$ cat src/rtl/dstat_pkg.sv
// Package for the duration statistics block: action codes, sequencer states,
// statistics bundle and arithmetic constants. No dependencies.
package dstat_pkg;

    localparam int unsigned DATA_W    = 32;
    localparam int unsigned DIV_CNT_W = 5;
    localparam int unsigned SCALE_W   = 10;

    localparam logic [SCALE_W-1:0] US_PER_MS = 10'd1000;
    localparam logic [DATA_W-1:0]  ALL_ONES  = '1;

    typedef enum logic [1:0] {
        ACT_CLEAR   = 2'd0,
        ACT_START   = 2'd1,
        ACT_END     = 2'd2,
        ACT_RESTART = 2'd3
    } t_action;

    typedef enum logic [1:0] {
        S_IDLE = 2'd0,
        S_MUL  = 2'd1,
        S_DIV  = 2'd2,
        S_OUT  = 2'd3
    } t_state;

    typedef struct packed {
        logic              open;
        logic [DATA_W-1:0] count;
        logic [DATA_W-1:0] sum;
        logic [DATA_W-1:0] shortest;
        logic [DATA_W-1:0] longest;
    } t_stats;

endpackage

$ cat src/rtl/duration_statistics_top.sv
// Duration statistics top level: stream ports, sequencer, scaling multiply,
// output register. Depends on dstat_pkg, dstat_stats and dstat_div.
// From input beat to output tvalid: multiply and divider load, 32 divider
// steps, done flag, output load; an output stall holds back the output load.
// A new beat is taken only after the last one is loaded out; the 32-step divider sets the pace.
// Reset: synchronous active-low i_rst_n clears statistics and sequencer.
module duration_statistics_top (
    input  logic         i_clk,
    input  logic         i_rst_n,
    input  logic         s_axis_tvalid,
    output logic         s_axis_tready,
    input  logic [31:0]  s_axis_tdata,   // now_ms[31:0]
    input  logic [1:0]   s_axis_tuser,   // action[1:0]
    output logic         m_axis_tvalid,
    input  logic         m_axis_tready,
    output logic [135:0] m_axis_tdata    // sample_count, min_duration,
                                         // max_duration, average_us, measuring
);

    dstat_pkg::t_state r_state;
    dstat_pkg::t_state n_state;
    dstat_pkg::t_stats stats;

    logic                         accept;
    logic                         div_start;
    logic                         div_busy;
    logic                         div_done;
    logic [dstat_pkg::DATA_W-1:0] quotient;
    logic [dstat_pkg::DATA_W-1:0] product;
    logic                         load_out;
    logic                         r_m_valid;
    logic [135:0]                 r_m_data;
    logic [dstat_pkg::DATA_W-1:0] avg;

    assign accept = s_axis_tvalid && s_axis_tready;

    dstat_stats u_stats (
        .i_clk    (i_clk),
        .i_rst_n  (i_rst_n),
        .i_apply  (accept),
        .i_action (s_axis_tuser),
        .i_now_ms (s_axis_tdata),
        .o_stats  (stats)
    );

    assign product = stats.sum
                   * {{(dstat_pkg::DATA_W-dstat_pkg::SCALE_W){1'b0}}, dstat_pkg::US_PER_MS};

    dstat_div u_div (
        .i_clk      (i_clk),
        .i_rst_n    (i_rst_n),
        .i_start    (div_start),
        .i_dividend (product),
        .i_divisor  (stats.count),
        .o_busy     (div_busy),
        .o_done     (div_done),
        .o_quotient (quotient)
    );

    always_ff @(posedge i_clk) begin
        if (!i_rst_n) begin
            r_state <= dstat_pkg::S_IDLE;
        end else begin
            r_state <= n_state;
        end
    end

    always_comb begin
        n_state       = r_state;
        s_axis_tready = 1'b0;
        div_start     = 1'b0;
        load_out      = 1'b0;
        case (r_state)
            dstat_pkg::S_IDLE: begin
                s_axis_tready = 1'b1;
                if (s_axis_tvalid) begin
                    n_state = dstat_pkg::S_MUL;
                end
            end
            dstat_pkg::S_MUL: begin
                div_start = 1'b1;
                n_state   = dstat_pkg::S_DIV;
            end
            dstat_pkg::S_DIV: begin
                if (div_done) begin
                    n_state = dstat_pkg::S_OUT;
                end
            end
            dstat_pkg::S_OUT: begin
                if (!r_m_valid || m_axis_tready) begin
                    load_out = 1'b1;
                    n_state  = dstat_pkg::S_IDLE;
                end
            end
            default: begin
                n_state = dstat_pkg::S_IDLE;
            end
        endcase
    end

    assign avg = (stats.count == '0) ? '0 : quotient;

    always_ff @(posedge i_clk) begin
        if (!i_rst_n) begin
            r_m_valid <= 1'b0;
        end else if (load_out) begin
            r_m_valid <= 1'b1;
        end else if (m_axis_tready) begin
            r_m_valid <= 1'b0;
        end
    end

    always_ff @(posedge i_clk) begin
        if (load_out) begin
            r_m_data <= {7'b0, stats.open, avg, stats.longest, stats.shortest, stats.count};
        end
    end

    assign m_axis_tvalid = r_m_valid;
    assign m_axis_tdata  = r_m_data;

`ifndef ASSERT_OFF
    a_div_idle: assert property (@(posedge i_clk) disable iff (!i_rst_n)
        r_state == dstat_pkg::S_IDLE |-> !div_busy)
        else $error("divider busy while sequencer idle");

    a_accept_mul: assert property (@(posedge i_clk) disable iff (!i_rst_n)
        accept |=> r_state == dstat_pkg::S_MUL)
        else $error("accepted beat did not start the multiply step");

    a_empty_stats: assert property (@(posedge i_clk) disable iff (!i_rst_n)
        stats.count == '0 |-> (stats.shortest == dstat_pkg::ALL_ONES && stats.longest == '0))
        else $error("min or max set with no recorded interval");
`endif

endmodule

$ cat src/rtl/dstat_stats.sv
// Interval state and running statistics, updated once per accepted beat.
// Depends on dstat_pkg.
module dstat_stats (
    input  logic                             i_clk,
    input  logic                             i_rst_n,
    input  logic                             i_apply,
    input  logic [1:0]                       i_action,
    input  logic [dstat_pkg::DATA_W-1:0]     i_now_ms,
    output dstat_pkg::t_stats                o_stats
);

    logic                         r_open;
    logic [dstat_pkg::DATA_W-1:0] r_start;
    logic [dstat_pkg::DATA_W-1:0] r_sum;
    logic [dstat_pkg::DATA_W-1:0] r_count;
    logic [dstat_pkg::DATA_W-1:0] r_shortest;
    logic [dstat_pkg::DATA_W-1:0] r_longest;

    logic                         n_open;
    logic [dstat_pkg::DATA_W-1:0] n_start;
    logic [dstat_pkg::DATA_W-1:0] n_sum;
    logic [dstat_pkg::DATA_W-1:0] n_count;
    logic [dstat_pkg::DATA_W-1:0] n_shortest;
    logic [dstat_pkg::DATA_W-1:0] n_longest;

    logic [dstat_pkg::DATA_W-1:0] dur;
    logic                         sat;
    logic                         rec;

    assign dur = i_now_ms - r_start;
    assign sat = (r_count == dstat_pkg::ALL_ONES);

    always_comb begin
        n_open     = r_open;
        n_start    = r_start;
        n_sum      = r_sum;
        n_count    = r_count;
        n_shortest = r_shortest;
        n_longest  = r_longest;
        rec        = 1'b0;
        case (dstat_pkg::t_action'(i_action))
            dstat_pkg::ACT_CLEAR: begin
                n_open     = 1'b0;
                n_start    = '0;
                n_sum      = '0;
                n_count    = '0;
                n_shortest = dstat_pkg::ALL_ONES;
                n_longest  = '0;
            end
            dstat_pkg::ACT_START: begin
                n_open  = 1'b1;
                n_start = i_now_ms;
            end
            dstat_pkg::ACT_END: begin
                if (!sat && r_open) begin
                    n_open = 1'b0;
                    rec    = 1'b1;
                end
            end
            dstat_pkg::ACT_RESTART: begin
                if (!sat) begin
                    rec     = r_open;
                    n_open  = 1'b1;
                    n_start = i_now_ms;
                end
            end
            default: begin
                n_open = r_open;
            end
        endcase
        if (rec) begin
            n_sum   = r_sum + dur;
            n_count = r_count + 1'b1;
            if (dur > r_longest) begin
                n_longest = dur;
            end
            if (dur < r_shortest) begin
                n_shortest = dur;
            end
        end
    end

    always_ff @(posedge i_clk) begin
        if (!i_rst_n) begin
            r_open     <= 1'b0;
            r_start    <= '0;
            r_sum      <= '0;
            r_count    <= '0;
            r_shortest <= dstat_pkg::ALL_ONES;
            r_longest  <= '0;
        end else if (i_apply) begin
            r_open     <= n_open;
            r_start    <= n_start;
            r_sum      <= n_sum;
            r_count    <= n_count;
            r_shortest <= n_shortest;
            r_longest  <= n_longest;
        end
    end

    assign o_stats = '{open: r_open, count: r_count, sum: r_sum,
                       shortest: r_shortest, longest: r_longest};

endmodule

$ cat src/rtl/dstat_div.sv
// Radix-2 restoring divider, one quotient bit per cycle, 32 quotient bits per run.
// Depends on dstat_pkg.
module dstat_div (
    input  logic                         i_clk,
    input  logic                         i_rst_n,
    input  logic                         i_start,
    input  logic [dstat_pkg::DATA_W-1:0] i_dividend,
    input  logic [dstat_pkg::DATA_W-1:0] i_divisor,
    output logic                         o_busy,
    output logic                         o_done,
    output logic [dstat_pkg::DATA_W-1:0] o_quotient
);

    logic                            r_busy;
    logic                            r_done;
    logic [dstat_pkg::DIV_CNT_W-1:0] r_cnt;
    logic [dstat_pkg::DATA_W-1:0]    r_quo;
    logic [dstat_pkg::DATA_W-1:0]    r_rem;
    logic [dstat_pkg::DATA_W-1:0]    r_dsr;

    logic [dstat_pkg::DATA_W:0]      shifted;
    logic [dstat_pkg::DATA_W+1:0]    diff;
    logic                            ge;

    assign shifted = {r_rem, r_quo[dstat_pkg::DATA_W-1]};
    assign diff    = {1'b0, shifted} - {2'b00, r_dsr};
    assign ge      = !diff[dstat_pkg::DATA_W+1];

    always_ff @(posedge i_clk) begin
        if (!i_rst_n) begin
            r_busy <= 1'b0;
            r_done <= 1'b0;
            r_cnt  <= '0;
        end else begin
            r_done <= 1'b0;
            if (i_start) begin
                r_busy <= 1'b1;
                r_cnt  <= '0;
            end else if (r_busy) begin
                r_cnt <= r_cnt + 1'b1;
                if (r_cnt == dstat_pkg::DIV_CNT_W'(dstat_pkg::DATA_W - 1)) begin
                    r_busy <= 1'b0;
                    r_done <= 1'b1;
                end
            end
        end
    end

    always_ff @(posedge i_clk) begin
        if (i_start) begin
            r_quo <= i_dividend;
            r_rem <= '0;
            r_dsr <= i_divisor;
        end else if (r_busy) begin
            r_quo <= {r_quo[dstat_pkg::DATA_W-2:0], ge};
            r_rem <= ge ? diff[dstat_pkg::DATA_W-1:0] : shifted[dstat_pkg::DATA_W-1:0];
        end
    end

    assign o_busy     = r_busy;
    assign o_done     = r_done;
    assign o_quotient = r_quo;

endmodule
$ cat config.mk
export PLATFORM = sky130hd
export DESIGN_NAME = duration_statistics_top
export DESIGN_NICKNAME = d
export VERILOG_FILES = /design/src/rtl/dstat_pkg.sv /design/src/rtl/duration_statistics_top.sv /design/src/rtl/dstat_stats.sv /design/src/rtl/dstat_div.sv
export SDC_FILE = /design/constraint.sdc
export NUM_CORES = 1
export LEC_CHECK = 0
export BUFFER_PORTS_ARGS = -buffer_cell sky130_fd_sc_hd__buf_2
export CORE_MARGIN = 4
export CORE_UTILIZATION = 60
export DETAILED_ROUTE_END_ITERATION = 10
export PLACE_DENSITY = 0.78
export SETUP_SLACK_MARGIN = 0.1
export SLEW_MARGIN = 20
export SYNTH_ARGS = -nofsm -noshare
export SYNTH_HDL_FRONTEND = slang
export SYNTH_SLANG_ARGS = --single-unit
$ cat constraint.sdc
create_clock -name i_clk -period 8.5 [get_ports i_clk]
set_clock_uncertainty 0.1 [all_clocks]
set_input_delay 0.85 -clock i_clk [delete_from_list [all_inputs] [get_ports i_clk]]
set_output_delay 0.85 -clock i_clk [all_outputs]
set_load 0.03 [all_outputs]
Yosys cells after proc, flatten, opt, wreduce, memory -nomap -nowiden
Index checks and enable logic that the tools add are counted.
{ "totals": {"mem_bits_rw": 0, "inputBits": 38, "rom_bits": 0, "memories": 0, "latch_bits": 0, "elab_cells": 93, "register_bits": 396} }
{ "op_classes": {"order_cmp": 2, "mux": 34, "n_reduce_logical": 19, "bitwise": 2, "multipliers": 1, "n_addsub": 5, "shift": 0, "div": 0, "eq_ne": 13} }
{ "op_table": {"columns": ["op", "n"], "rows": [
  ["$mux W32", 13],
  ["$pmux W32 S3", 1],
  ["$sub A33 B32 Y34", 1],
  ["$add A32 B1 Y32 const B", 1],
  ["$add A32 B32 Y32", 1],
  ["$eq A32 B32 Y1 const B", 1],
  ["$gt A32 B32 Y1", 1],
  ["$logic_not A32 Y1", 1],
  ["$lt A32 B32 Y1", 1],
  ["$mul A32 B7 Y29 const B", 1],
  ["$sub A32 B32 Y32", 1],
  ["$mux W1", 14],
  ["$reduce_and A3 Y1", 3],
  ["$eq A2 B2 Y1 const B", 4],
  ["$pmux W2 S4", 1],
  ["$mux W2", 3],
  ["$ne A2 B2 Y1 const B", 3],
  ["$reduce_bool A2 Y1", 3],
  ["$add A5 B1 Y5 const B", 1],
  ["$eq A5 B5 Y1 const B", 1],
  ["$eq A2 B1 Y1 const B", 2],
  ["$logic_not A2 Y1", 2],
  ["$ne A2 B1 Y1 const B", 2],
  ["$pmux W1 S4", 1],
  ["9 further kinds", 13]
]} }

Depth between registers and ports, before layout
Gate-level depths: netlist of the first run.
{ "logic_depth": {"depth_word": 7, "depth_mapped": 27, "ltp_nobuf": 26} }

By module
Synthesis of the first run repeated with hierarchy kept, for this count alone.
{ "unflattened": {"hier_cells": 2583, "area_unflattened_um2": 25486.9} }
{ "modules_own_cells": {"columns": ["mod", "area_per_inst_um2", "n_inst", "cells_per_inst"], "rows": [
  ["dstat_stats", 11010.6, 1, 1337],
  ["duration_statistics_top", 8655.8, 1, 675],
  ["dstat_div", 5820.6, 1, 571]
]} }

Worst setup path after synthesis of the first run
OpenSTA, ideal clock, no wires.
{ "synth_timing": {"kind": "input to register", "startpoint": "input m_axis_tready", "endpoint": "register r_m_data[0] (netlist: m_axis_tdata[0]), enable pin", "cell_stages": 2, "setup_ns": 0.634, "arrival_ns": 6.633, "required_time_ns": 7.766, "path_slack_ns": 1.132, "path_cell_list": "nor2b_1 nor2b_1"} }
{ "synth_between": {"elab_chain_len": 3} }
{ "synth_rtl": {"columns": ["item", "line", "text"], "rows": [
  ["start, declared", "duration_statistics_top.sv:15", "input logic m_axis_tready,"],
  ["$logic_or A1 B1 Y1", "duration_statistics_top.sv:90", "if (!r_m_valid || m_axis_tready) begin"],
  ["$mux W1", "duration_statistics_top.sv:90", null],
  ["$mux W1", "duration_statistics_top.sv:73", "case (r_state)"],
  ["via load_out", "duration_statistics_top.sv:30", "logic load_out;"],
  ["end signal, assigned", "duration_statistics_top.sv:115", "r_m_data <= {7'b0, stats.open, avg, stats.longest, stats.shortest, stats.count};"],
  ["end, declared", "duration_statistics_top.sv:32", "logic [135:0] r_m_data;"]
]} }
The timed path passes the listed nets, and every way through them passes these cells.
A chain may end at the register's enable or synchronous reset.

Final worst setup path of the first run
{ "layout_timing": {"startpoint": "input s_axis_tdata[0]", "endpoint": "register u_stats.r_longest[2] in the netlist's numbering"} }
{ "layout_between": {"elab_chain_len": 4} }
{ "layout_rtl": {"columns": ["item", "line", "text"], "rows": [
  ["start, declared", "duration_statistics_top.sv:12", "input logic [31:0] s_axis_tdata,"],
  ["$sub A32 B32 Y32 (*)", "dstat_stats.sv:30", "assign dur = i_now_ms - r_start;"],
  ["$gt A32 B32 Y1", "dstat_stats.sv:74", "if (dur > r_longest) begin"],
  ["$mux W32 (*)", "dstat_stats.sv:74", null],
  ["$mux W32 (*)", "dstat_stats.sv:71", "if (rec) begin"],
  ["end signal, assigned", "dstat_stats.sv:97", "r_longest <= n_longest;"],
  ["end, declared", "dstat_stats.sv:17", "logic [dstat_pkg::DATA_W-1:0] r_longest;"]
]} }
Mark *: on every way between the ends. The rest lies on a longest branch, timed or not.

==> impl_metrics.env, run 1 <==
export IMPL_status="completed"
export IMPL_hpwl_mm=40.40
export IMPL_synth_edf_count=190
export IMPL_max_clock_path_buffers=3
export IMPL_crit_cells=27
export IMPL_yosysWarnings=0
export IMPL_hold_ws_ns=0.3632
export IMPL_hold_path_class="reg -> reg"
export IMPL_r2r_slack_ns=2.67
export IMPL_synth_cell_type_count=86
export IMPL_critPathBufInv=4
export IMPL_synth_top_cell_area_share_pct=23.67
export IMPL_avgRoutedWirePerCell_um=17.71
export IMPL_hold_buffers=0
export IMPL_root_buffer="clkbuf_16"
export IMPL_ys_ff_latch=393
export IMPL_powerDensity_mw_per_mm2=254.4
export IMPL_power_uw=6815
export IMPL_place_gp_congestion=0.9335
export IMPL_cp_required_ns=8.89
export IMPL_critPathLaunchType="input port"
export IMPL_insertion_delay_ns=0.58
export IMPL_num_antenna_cells=0
export IMPL_ys_async_sr_fraction_pct=0
export IMPL_area_delta_synth_final_pct=11.16
export IMPL_synth_flop_cell="dfxtp_1"
export IMPL_fp_dieW_um=208.4
export IMPL_coreArea_sq_mm=0.03973
export IMPL_reg2reg_from="u_stats.r_start[0]"
export IMPL_drive_gt1_share_pct=11.43
export IMPL_drtIter0Drc=1221
export IMPL_cap_violations=0
export IMPL_cts_tree="done"
export IMPL_routed_via_density=5.778
export IMPL_grt_busiest_layer="met2"
export IMPL_synth_most_common_cell="inv_1"
export IMPL_ant_nets=0
export IMPL_fmax_mhz=169.0
export IMPL_dr_pass1_iters=6
export IMPL_maxSlewHeadroom_pct=29.74
export IMPL_synth_area_sq_mm=0.02410
export IMPL_synthTopCellsByCount="inv_1 (302), ha_1 (218), dfxtp_1 (203), edfxtp_1 (190), nor2_1 (142)"
export IMPL_use_met3_pct=3.981
export IMPL_tns_ns=0
export IMPL_io_pins=176
export IMPL_nNetsFinal=2880
export IMPL_syn_avg_cell_area_sq_um=10.16
export IMPL_cp_slowest_stage_delay_ns=0.45
export IMPL_finalHoldViolations=0
export IMPL_critPathArrivalTime_ns=6.31
export IMPL_io_buffers=168
export IMPL_tightestPinTransition_ns=1.054
export IMPL_slew_violations=0
export IMPL_numCtsBuffers=43
export IMPL_fin_crit_ns=5.917
export IMPL_grt_max_degree=83
export IMPL_utilization_pct=67.43
export IMPL_antenna_found_initial=0
export IMPL_drc=0
export IMPL_min_period_over_period_pct=69.61
export IMPL_crit_start="s_axis_tdata[0]"
export IMPL_rsz0062_at_grt="false"
export IMPL_ir_drop_mv=0.1745
export IMPL_crit_end="u_stats.r_longest[2]"
export IMPL_crit_family="compound AO/OA/AOI/OAI gates"
export IMPL_start_util_pct=60.66
export IMPL_path_common_cell="a21oi_1"
export IMPL_grt_pass1_wl_mm=90.76
export IMPL_drt_total_wl_mm=54.68
export IMPL_grt_met2_usage_pct=41.06
export IMPL_fp_row_count=73
export IMPL_synth_yosys_seq_area_share_pct=40.53
export IMPL_worst_setup_path_end_kind="flip-flop"
export IMPL_via_count=17840
export IMPL_syn_instance_count=2373
export IMPL_netlist_top_cells_area="edfxtp_1 (24%), dfxtp_1 (17%), ha_1 (11%), fa_1 (7.8%), inv_1 (4.7%)"
export IMPL_cts_resized=0
export IMPL_die_y_um=208.4
export IMPL_clock_sinks=393
export IMPL_clk_pin_slew_ns=0.06
export IMPL_r2r_end="u_stats.r_longest[2]"
export IMPL_yosys_area_top_type="edfxtp_1"
export IMPL_crit_type="in -> reg"
export IMPL_grt_pass1_vias=17830
export IMPL_fp_dieArea_sq_mm=0.04344
export IMPL_setup_viol=0
export IMPL_grt_met1_usage_pct=34.38
export IMPL_crit_slowest_cell="nor2b_2"
export IMPL_rr_worst_depth=25
export IMPL_fin_cells=3088
export IMPL_post_cts_buffers=0
export IMPL_grt_use_total_pct=24.97
export IMPL_leakagePower_uw=0.01127
export IMPL_htree_levels=2
export IMPL_path_max_fanout=23
export IMPL_overflow=0
export IMPL_placed_cells=3010
-- flip-flops by register name (all words and copies together) (netlist names), 2 cells and up --
register	flops
u_div.o_quotient	32
u_div.r_dsr	32
u_div.r_cnt	5
u_stats.r_longest	32
u_div.r_rem	32
u_stats.r_count	32
u_stats.r_sum	29
m_axis_tdata	129
r_state	2
u_stats.r_shortest	32
u_stats.r_start	32
-- logic make-up (layout without fill, tap and decap cells) --
group / after synthesis / after routing / share of synthesized area, %
buffers and inverters: 381 / 565 / 6.422
flip-flops: 393 / 393 / 40.53
XOR/XNOR: 131 / 131 / 4.792
AND/OR/NAND/NOR: 560 / 560 / 11.75
multiplexers: 23 / 23 / 0.9604
adder cells (fa/ha/maj): 312 / 312 / 19.12
other: 1 / 7 / 0.01556
AO/OA/AOI/OAI: 572 / 572 / 16.40
-- worst register-to-register path, delay by kind of cell, from the launching register on --
| kind | cells | cell delay, ns |
|---|---|---|
| xor+xnor | 1 | 0.21 |
| fa+ha+maj | 3 | 0.92 |
| flops | 1 | 0.34 |
| simple gates | 7 | 1.29 |
| compound gates | 12 | 2.47 |
| buf+inv | 2 | 0.40 |
-- metal layers --
metal,wire (um),share of wire (%),up-vias
met5,0,0,-
met4,1484,2.7,0
met3,3319,6.1,106
met2,25640,47,520
met1,24230,44,8580
li1,-,-,8635
-- cell type report --
type | count | area [sq um]
clock buffers | 51 | 1126
clock inverters | 27 | 294.0
fillers | 2990 | 12940
inverters | 303 | 1137
multi-input cells | 1605 | 12850
flip-flops and latches | 393 | 9769
well taps | 525 | 656.9
repair buffers | 184 | 960.9
-- power breakdown --
part,internal (uW),switching (uW),total [uW],leakage (uW)
clock network,1110,784,1890,0.000689
logic,933,1510,2440,0.00721
registers,2320,163,2480,0.00337
-- metrics by stage --
step	instance area, sq um	worst slack, ns
after floorplan	24120	1.132
after global placement	25370	2.289
after detailed placement	25370	2.069
after CTS	26790	2.616
after global routing	26790	2.120
final	26790	2.583
-- layout by cell type, fill, tap and decap left out, types with 56 or more instances in the layout --
master / netlist / final
inv_1: 302 / 301
ha_1: 218 / 217
dfxtp_1: 203 / 203
edfxtp_1: 190 / 190
buf_2: 12 / 168
nor2_1: 142 / 139
nand2_1: 106 / 105
nor2b_1: 107 / 104
a21oi_1: 104 / 104
o21ai_0: 94 / 94
fa_1: 94 / 94
xnor2_1: 74 / 74
a21o_1: 68 / 68
a22o_1: 61 / 61
xor2_1: 56 / 56
-- worst min-delay path by stage --
stage / endpoint / cells past startpoint / slack (ns) / start
floorplan: m_axis_tdata[56] / 0 / 0.31 / u_stats.r_shortest[24]
global placement: m_axis_tdata[50] / 0 / 0.35 / u_stats.r_shortest[18]
detailed placement: m_axis_tdata[50] / 0 / 0.35 / u_stats.r_shortest[18]
CTS: m_axis_tdata[50] / 0 / 0.36 / u_stats.r_shortest[18]
global route: m_axis_tdata[33] / 0 / 0.38 / u_stats.r_shortest[1]
finish: m_axis_tdata[73] / 0 / 0.36 / u_stats.r_longest[9]
Note: power is estimated with default switching activity, not from simulation.
==> run 2, diff against run 1 <==
--- a/config.mk
+++ b/config.mk
@@ -7,9 +7,9 @@
 export LEC_CHECK = 0
 export BUFFER_PORTS_ARGS = -buffer_cell sky130_fd_sc_hd__buf_2
 export CORE_MARGIN = 4
-export CORE_UTILIZATION = 60
+export CORE_UTILIZATION = 56
 export DETAILED_ROUTE_END_ITERATION = 10
-export PLACE_DENSITY = 0.78
+export PLACE_DENSITY = 0.77
 export SETUP_SLACK_MARGIN = 0.1
 export SLEW_MARGIN = 20
 export SYNTH_ARGS = -nofsm -noshare
==> constraint.sdc (replaced) <==
create_clock -name i_clk -period 4.85 [get_ports i_clk]
set_clock_uncertainty 0.1 [all_clocks]
set_input_delay 0.485 -clock i_clk [delete_from_list [all_inputs] [get_ports i_clk]]
set_output_delay 0.485 -clock i_clk [all_outputs]
set_load 0.03 [all_outputs]
==> run 2 against run 1 <==
The run now ends with setup timing left. Critical endpoint is now u_div.o_quotient[31]. Core utilization grew 2.2 points. Flip-flop and latch count is the same. First-iteration DRC count up 11%. Hold slack worse by 0.26 ns. Die area up 6.9%. Total power up 80%. Cell area rose by 9.7%. Global-route usage is 1.1 points lower. Register-to-register slack got worse by 2.8 ns. Wire length grew 9.5%. Clock-buffer cell count is 1 higher. Critical path depth down 10. Largest cell class unchanged.
==> impl_metrics.env, run 2 (synthesis gave the netlist of run 1 again) <==
export IMPL_fin_crit_ns=4.958
export IMPL_layout_commonest_cell="inv_1"
export IMPL_drt_total_wl_mm=59.85
export IMPL_worst_setup_path_end_kind="flip-flop"
export IMPL_fillCellCount=2991
export IMPL_critPathArrivalTime_ns=5.18
export IMPL_nNetsFinal=3061
export IMPL_avgRoutedWirePerCell_um=18.23
export IMPL_hold_ws_ns=0.1016
export IMPL_die_y_um=215.5
export IMPL_ir_drop_mv=0.2815
export IMPL_crit_type="reg -> reg"
export IMPL_io_pins=176
export IMPL_cp_required_ns=5.07
export IMPL_fmax_mhz=201.7
export IMPL_violations="setup timing"
export IMPL_r2r_end="u_div.o_quotient[31]"
export IMPL_grt_pass1_wl_mm=92.32
export IMPL_path_max_fanout=5
export IMPL_slew_violations=0
export IMPL_switchingPower_uw=4482
export IMPL_critPathLaunchType="flip-flop"
export IMPL_leakagePower_uw=0.01231
export IMPL_ant_nets=0
export IMPL_cts_tree="done"
export IMPL_drtIter0Drc=1350
export IMPL_dr_pass1_iters=5
export IMPL_grt_max_degree=130
export IMPL_power_frac_seq_pct=35.3
export IMPL_maxSlewHeadroom_pct=3.393
export IMPL_routed_via_density=5.722
export IMPL_clock_sinks=393
export IMPL_fp_dieArea_sq_mm=0.04642
export IMPL_tightestPinTransition_ns=1.449
export IMPL_powerDensity_mw_per_mm2=417.5
export IMPL_fp_dieW_um=215.5
export IMPL_reg2reg_from="u_stats.r_sum[2]"
export IMPL_overflow=0
export IMPL_min_period_over_period_pct=102.2
export IMPL_rr_worst_depth=17
export IMPL_drive_gt1_share_pct=23.49
export IMPL_clk_pin_slew_ns=0.06
export IMPL_finalHoldViolations=0
export IMPL_coreArea_sq_mm=0.04223
export IMPL_swShare_pct=36.54
export IMPL_insertion_delay_ns=0.57
export IMPL_hold_path_class="in -> reg"
export IMPL_setup_viol=36
export IMPL_fin_ws_ns=-0.1075
export IMPL_power_uw=12270
export IMPL_max_clock_path_buffers=3
export IMPL_fp_row_count=75
export IMPL_via_count=18780
export IMPL_antenna_found_initial=1
export IMPL_grt_use_total_pct=23.87
export IMPL_status="finished with violations"
export IMPL_cap_violations=0
export IMPL_rsz0062_at_grt="true"
export IMPL_layout_common_cells="inv_1 (279), ha_1 (199), edfxtp_1 (190), dfxtp_1 (185), buf_4 (175)"
export IMPL_drc=0
export IMPL_intPower_uw=7786
export IMPL_combPwrFrac_pct=39.9
export IMPL_htree_levels=2
export IMPL_hpwl_mm=41.79
export IMPL_grt_pass1_vias=18340
export IMPL_p_clk_share_pct=24.7
export IMPL_crit_start="u_stats.r_sum[2]"
export IMPL_crit_end="u_div.o_quotient[31]"
export IMPL_start_util_pct=57.08
export IMPL_largest_reg_flops=129
export IMPL_area_delta_synth_final_pct=21.93
export IMPL_r2r_slack_ns=-0.11
export IMPL_place_gp_congestion=0.9091
export IMPL_root_buffer="clkbuf_16"
export IMPL_io_buffers=168
export IMPL_numCtsBuffers=42
==> run 2: changes by cell type in the layout (fill, tap and decap cells not counted), sizes merged <==
cell | previous run | this run
buf | 184 | 360
diode | 0 | 1
bufinv | 5 | 2
clkinvlp | 4 | 1
clkbuf | 51 | 58
clkinv | 14 | 19
inv | 307 | 304
==> run 2: metal layers <==
| metal | track usage, % | wire length, um | up-vias |
|---|---|---|---|
| li1 | - | - | 9010 |
| met1 | 32.82 | 26280 | 9046 |
| met2 | 39.32 | 28160 | 575 |
| met3 | 3.221 | 3293 | 147 |
| met4 | 7.945 | 2117 | 0 |
| met5 | 0 | 0 | - |
==> run 2: power by group through the flow <==
stage	combinational, uW	clock [uW]	sequential [uW]
final	4900	3040	4330
after global placement	4390	0	4380
after detailed placement	4540	0	4390
after CTS	4630	3100	4330
after floorplan	3190	0	4490
after global routing	5410	3230	4380
==> run 2: how the worst min path moves through the flow <==
stage	start	to	slack, ns	depth (start not counted)
4_1_cts	s_axis_tdata[20]	u_stats.r_start[20]	0.07	3
5_1_grt	s_axis_tdata[12]	u_stats.r_start[12]	0.11	3
3_5_place_dp	u_stats.r_longest[24]	m_axis_tdata[88]	0.35	0
6_report	s_axis_tdata[20]	u_stats.r_start[20]	0.10	3
3_3_place_gp	u_stats.r_longest[15]	m_axis_tdata[79]	0.35	0
2_1_floorplan	u_stats.r_shortest[24]	m_axis_tdata[56]	0.31	0
==> run 2: layout make-up <==
class                           count  area (sq um)  share of cell area [%]
Timing Repair Buffer              366          2569                   8.741
Clock inverter                     23         178.9                  0.6088
Inverter                          303          1172                   3.989
Multi-Input combinational cell   1605         13880                   47.25
Antenna cell                        1         2.502                0.008515
Clock buffer                       52          1099                   3.738
Sequential cell                   393          9807                   33.37
Tap cell                          539         674.4                   2.295
==> run 2: timing repair <==
action | CTS | global route
pin swaps | 47 | 104
hold buffers | 0 | 0
buffers inserted | 13 | 26
resized for setup | 48 | 166
endpoints found under the setup margin | 71 | 82
gates cloned | 0 | 9
endpoints found under the hold margin | 0 | 0
==> run 2: worst max-delay path, stage by stage, from the launching register on <==
cell      delay, ns
dfxtp_4        0.37
inv_2          0.06
fa_1           0.50
fa_1           0.54
fa_1           0.45
fa_1           0.51
inv_1          0.06
ha_4           0.26
inv_1          0.19
nor2_4         0.06
a31oi_4        0.17
a311oi_2       0.14
a31oi_2        0.34
o31ai_4        0.12
or4_1          0.41
a31oi_1        0.18
xnor2_1        0.08
a22o_1         0.17
==> run 2: metrics by stage <==
| stage | TNS [ns] | instance area (sq um) | setup WS (ns) | std cells | utilization [%] |
|---|---|---|---|---|---|
| 6_report | -1.779 | 29390 | -0.1075 | 3282 | 69.59 |
| 5_1_grt | -12.26 | 29380 | -0.2957 | 3281 | 69.59 |
| 4_1_cts | -0.1399 | 28280 | -0.05618 | 3250 | 66.96 |
| 3_5_place_dp | -23.78 | 26710 | -0.4600 | 3162 | 63.25 |
| 3_3_place_gp | -16.58 | 26710 | -0.2989 | 3162 | 63.25 |
| 2_1_floorplan | 0 | 24350 | 0.06584 | 2379 | - |
